**src/tcw_pkg.sv**
```systemverilog
// types and constants of the text console writer
package tcw_pkg;

  localparam int COLS = 80;
  localparam int ROWS = 25;
  localparam int NCELLS = ROWS * COLS;
  localparam int LAST_ROW_BASE = (ROWS - 1) * COLS;
  localparam int COPY_CELLS = NCELLS - COLS;

  localparam int POS_W = 11;
  localparam int CELL_W = 16;
  localparam int ROW_W = (ROWS > 1) ? $clog2(ROWS) : 1;
  localparam int COL_W = (COLS > 1) ? $clog2(COLS) : 1;

  localparam logic [1:0] CMD_PUT   = 2'd0;
  localparam logic [1:0] CMD_CLEAR = 2'd1;
  localparam logic [1:0] CMD_READ  = 2'd2;

  localparam logic [7:0] CH_SPACE     = 8'h20;
  localparam logic [7:0] CH_NEWLINE   = 8'h0A;
  localparam logic [7:0] CH_RETURN    = 8'h0D;
  localparam logic [7:0] CH_BACKSPACE = 8'h08;
  localparam logic [7:0] ATTR_RESET   = 8'h07;

  typedef struct packed {
    logic [1:0]       cmd;
    logic [7:0]       char_code;
    logic [POS_W-1:0] cell_index;
  } tcw_req_t;

  typedef struct packed {
    logic [POS_W-1:0]  cursor_pos;
    logic [CELL_W-1:0] cell_data;
  } tcw_rsp_t;

  // control from the sequencer to the cursor unit
  typedef struct packed {
    logic       put;
    logic       clear;
    logic [7:0] ch;
  } cur_ctl_t;

  // what a put of the presented character does to the store
  typedef struct packed {
    logic             wr_en;
    logic [POS_W-1:0] wr_addr;
    logic [7:0]       wr_char;
    logic             scroll;
  } cur_plan_t;

endpackage

```
**src/tcw_cursor.sv**
```systemverilog
// cursor registers and the put decode that moves them
module tcw_cursor (
  input  logic                    clk,
  input  logic                    rst,
  input  tcw_pkg::cur_ctl_t       ctl,
  output logic [tcw_pkg::POS_W-1:0] pos,
  output tcw_pkg::cur_plan_t      plan
);
  import tcw_pkg::*;

  logic [ROW_W-1:0] row, row_next;
  logic [COL_W-1:0] col, col_next;
  logic [POS_W-1:0] pos_next;
  logic [POS_W-1:0] col_ext;
  logic             adv;

  always_comb begin
    row_next = row;
    col_next = col;
    pos_next = pos;
    adv      = 1'b0;
    plan     = '0;
    col_ext  = POS_W'(col);
    case (ctl.ch)
      CH_NEWLINE: begin
        col_next = '0;
        pos_next = pos - col_ext + POS_W'(COLS);
        adv      = 1'b1;
      end
      CH_RETURN: begin
        col_next = '0;
        pos_next = pos - col_ext;
      end
      CH_BACKSPACE: begin
        if (col != '0) begin
          col_next      = col - COL_W'(1);
          pos_next      = pos - POS_W'(1);
          plan.wr_en    = 1'b1;
          plan.wr_addr  = pos - POS_W'(1);
          plan.wr_char  = CH_SPACE;
        end
      end
      default: begin
        plan.wr_en   = 1'b1;
        plan.wr_addr = pos;
        plan.wr_char = ctl.ch;
        pos_next     = pos + POS_W'(1);
        if (col == COL_W'(COLS - 1)) begin
          col_next = '0;
          adv      = 1'b1;
        end else begin
          col_next = col + COL_W'(1);
        end
      end
    endcase
    // column is always 0 here; on a scroll the cursor lands on the start of the last row
    if (adv) begin
      if (row == ROW_W'(ROWS - 1)) begin
        plan.scroll = 1'b1;
        pos_next    = POS_W'(LAST_ROW_BASE);
      end else begin
        row_next = row + ROW_W'(1);
      end
    end
  end

  always_ff @(posedge clk) begin
    if (rst || ctl.clear) begin
      row <= '0;
      col <= '0;
      pos <= '0;
    end else if (ctl.put) begin
      row <= row_next;
      col <= col_next;
      pos <= pos_next;
    end
  end

endmodule

```
**config.mk**
```make
export PLATFORM = sky130hd
export DESIGN_NAME = tcw_cursor
export DESIGN_NICKNAME = d
export VERILOG_FILES = /design/src/tcw_pkg.sv /design/src/tcw_cursor.sv
export SDC_FILE = /design/constraint.sdc
export NUM_CORES = 1
export LEC_CHECK = 0
export ABC_AREA = 1
export BUFFER_PORTS_ARGS = -buffer_cell sky130_fd_sc_hd__buf_2
export CAP_MARGIN = 20
export CORE_UTILIZATION = 58
export DETAILED_ROUTE_END_ITERATION = 16
export PLACE_DENSITY = 0.81
export SKIP_CTS_REPAIR_TIMING = 1
export SLEW_MARGIN = 30
export SYNTH_ARGS = -nofsm -noshare
export SYNTH_HDL_FRONTEND = slang
export SYNTH_SLANG_ARGS = --single-unit
```
**constraint.sdc**
```tcl
create_clock -name clk -period 2.68 [get_ports clk]
set_input_delay 0.402 -clock clk [delete_from_list [all_inputs] [get_ports clk]]
set_output_delay 0.402 -clock clk [all_outputs]
set_load 0.02 [all_outputs]
```
==> impl_results.md <==
* Gp weighted congestion at 0.971
* Total Wirelength at 8150 um
* Syn avg cell area at 6.10 um2
* Ranking of synthesized cells by area: dfxtp_1 (17%), nand2_1 (15%), inv_1 (7.1%)
* End of the worst hold path: row[3]
* CTS clk-pin slew, worst paths at 0.10 ns
* Final worst-path cycle share at 93.4%
* Worst r2r src: pos[0]
* Seq pwr share at 40.8%
* Die area at 5030 um2
* R2R cell count at 18
* Share of the synthesized area in the top cell type at 16.7%
* Hold depth at 5
* Switch share at 37.6%
* Num rows at 24
* Die H at 70.9 um
* Clk_lat worst skew at 0.28 ns
* Post-layout min period at 2.50 ns
* Pre-CTS WS at 0.241 ns
* Fraction of layout cells with a size suffix above 1 at 22.7%
* Initial Utilization at 61.6%
* IO Count at 44
* Leading area contributor after synthesis: dfxtp_1
* Initial antenna violation count at 0
* ANT cells at 0
* Post-Synthesis Cell Area at 2760 um2
* Pleak at 0.00153 uW
* Ys Warns at 0
* Post-synthesis compound-gate area fraction at 16.7%
* Top post-synthesis cells by count: nand2_1 (107), inv_1 (52), nor2_1 (44), nand3_1 (38), a21oi_1 (31)
* Run status: finished clean
* Asr flop ratio synth at 0%
* Clock power frac at 27.4%
* Pin count of the biggest net entering global routing at 16
* Synth Area in Adders at 7.54%
* Post-route non-filler standard cell count at 549
* WS Path Type: flip-flop to flip-flop
* Number of H-tree levels at 1
* Worst slew pin tran at 0.574 ns
* Top-count cell post-synth: nand2_1
* R2R Setup Slk at 0.18 ns
* Cell-internal power at 548 uW
* RSZ-0062 raised after global routing: false
* Port bufs at 43
* Combinational share of power at 31.8%
* CTS Sinks at 23
* Core ar. at 4470 um2
* Root Driver: clkbuf_8
* Min-Delay Startpoint: rst
* CTS Buffer Depth at 2
* Top delay family on crit path: adder cells
* Via density at 5.86
* Worst Path Arrival at 2.69 ns
* Die W at 70.9 um
* Main flop type after synthesis: dfxtp_1
* Hold crit path type: primary input to flip-flop
* Setup slack after layout at 0.177 ns
* Total global routing overflow at 0
* Drt wl/cell at 14.8 um
* Post-synthesis simple-gate area fraction at 42.5%
* Mux cell area share after synthesis at 0%
* Crit path cell chain: inv_1 -> ha_2 -> fa_1 -> inv_2 -> nand2_1 -> nand2_1 -> nand2_1 -> xor2_2 -> ha_2 -> inv_1 -> nand2_1 -> nand3_1 -> nor2_1 -> nand2_1 -> nand3_1 -> nand3_1 -> nand2_1 -> inv_1
* Worst clock skew at 0.00525 ns
* CP endpoint kind: flip-flop
* Cell variety after synth at 42
* DR DRC count at 0
* Critical path data required time at 2.87 ns
* Number of synthesized register bits at 23
* Seq/Total Area, Yosys at 16.7%
* Largest family of logic cells by synthesized area: simple AND/OR/NAND/NOR gates
* Drt pass-1 iters at 7
* PwrDens at 284 nW/um2
* Biggest cell delay along the critical path at 0.38 ns
* Dominant cell type by count on the critical path: nand2_1
* Post-synth EDFFs at 0
* CTS tree: yes
* GR Util All Layers at 33.6%
* Reg-to-Reg End: pos[10]
* DRT iter0 DRCs at 353
* Synthesized instance count at 452
* Post-Synth XOR/XNOR Area at 4.45%
* Crit-path slowest cell: fa_1
* Mapped Nets at 480
* Area delta synth->final at 12.3%
* Global-route wire length before repair at 13,500 um
* Fin. Hold Viols at 0
* Vias in the first global route at 3,002
* Via count at 3,216
* Net Switching at 330 uW
* CTS Buf Count at 3
* Placed Cells at 545
* Worst VDD drop at 0.210 mV
* Max Cap Violations at 0
* Post-DP HPWL at 6370 um
* Critical path peak fanout at 4
* Final nets at 526
* Buffer and inverter count on the worst path at 4
* Setup_tns at 0 ns
* Rel. slew slack at 61.7%
* CP startpoint kind: flip-flop
* Worst-case hold slack at 0.497 ns
* Max Slew Vio Count at 0
* Max frequency at 400 MHz
* Routed Antenna Nets at 0
* # setup viols final at 0
-- tightest hold or removal path: cells and delay by family --
kind                   cells  cell delay (ns)
buffers and inverters      2             0.23
and+or+nand+nor            3             0.12
-- worst max-delay path by stage --
stage                       from        to  slack [ns]  depth (start not counted)
final                     pos[0]   pos[10]        0.18                         18
after floorplan           pos[0]   pos[10]        0.08                         18
after detailed placement  pos[1]   pos[10]        0.24                         17
after global placement    col[2]   pos[10]        0.34                         18
after global routing      col[2]   pos[10]       0.009                         18
after CTS                 pos[1]  plan[17]        0.16                          8
-- layout by cell type (no fill, tap or decap), types with 2 or more instances in the layout --
| cell type | instances |
|---|---|
| nor4_1 | 3 |
| o21ai_0 | 23 |
| nor3_1 | 5 |
| nand3_2 | 4 |
| nor2_4 | 4 |
| ha_2 | 2 |
| dfxtp_1 | 20 |
| inv_4 | 2 |
| nor2_1 | 44 |
| clkbuf_8 | 3 |
| buf_4 | 8 |
| nand3_4 | 2 |
| o211ai_1 | 5 |
| xor2_1 | 13 |
| o2111ai_1 | 4 |
| clkinv_1 | 3 |
| buf_2 | 43 |
| inv_1 | 50 |
| nand4_1 | 12 |
| nor3_2 | 2 |
| nor2_2 | 5 |
| nand3b_1 | 2 |
| nand2_1 | 107 |
| nand2_2 | 9 |
| a221oi_1 | 2 |
| dfxtp_2 | 3 |
| or2_2 | 4 |
| inv_2 | 14 |
| ha_1 | 13 |
| a21oi_2 | 2 |
| a21oi_1 | 31 |
| nand3_1 | 38 |
-- cell type report --
type,instances,area [um2]
Multi-Input combinational cell,350,1980
Fill cell,406,1380
Tap cell,52,65.1
Timing Repair Buffer,51,275
Sequential cell,23,464
Inverter,69,264
Clock buffer,4,45.0
-- flip-flops by register name (all words and copies together) (netlist names) --
register	count
col	7
row	5
pos	11
-- cell families (layout without fill, tap and decap cells) --
group / Yosys count / count (layout)
AOI/OAI and AO/OA: 76 / 76
xor gates and xnor gates: 14 / 14
adders and majority gates: 16 / 16
buffers and inverters: 79 / 124
DFF: 23 / 23
and+or+nand+nor: 244 / 244
-- power groups by stage --
| stage | sequential, uW | clock [uW] | combinational (uW) |
|---|---|---|---|
| floorplan | 367 | 0 | 195 |
| global placement | 365 | 0 | 264 |
| detailed placement | 366 | 0 | 269 |
| CTS | 358 | 238 | 271 |
| global route | 359 | 251 | 310 |
| finish | 358 | 240 | 279 |
-- per-layer routing --
| layer | vias up | global-route usage (%) | part of all wire [%] |
|---|---|---|---|
| met5 | - | 0 | 0 |
| met4 | 0 | 12.0 | 2.1 |
| met3 | 22 | 4.27 | 7.8 |
| met2 | 150 | 58.5 | 48 |
| met1 | 1462 | 42.5 | 42 |
| li1 | 1582 | - | - |
-- metrics by stage --
stage	util, %	power [uW]	instance area [um2]
after floorplan	-	562	2760
after global placement	67.7	629	3030
after detailed placement	67.7	634	3030
after CTS	68.7	867	3070
after global routing	69.2	921	3100
final	69.2	878	3100
Note: power is estimated with default switching activity, not from simulation.
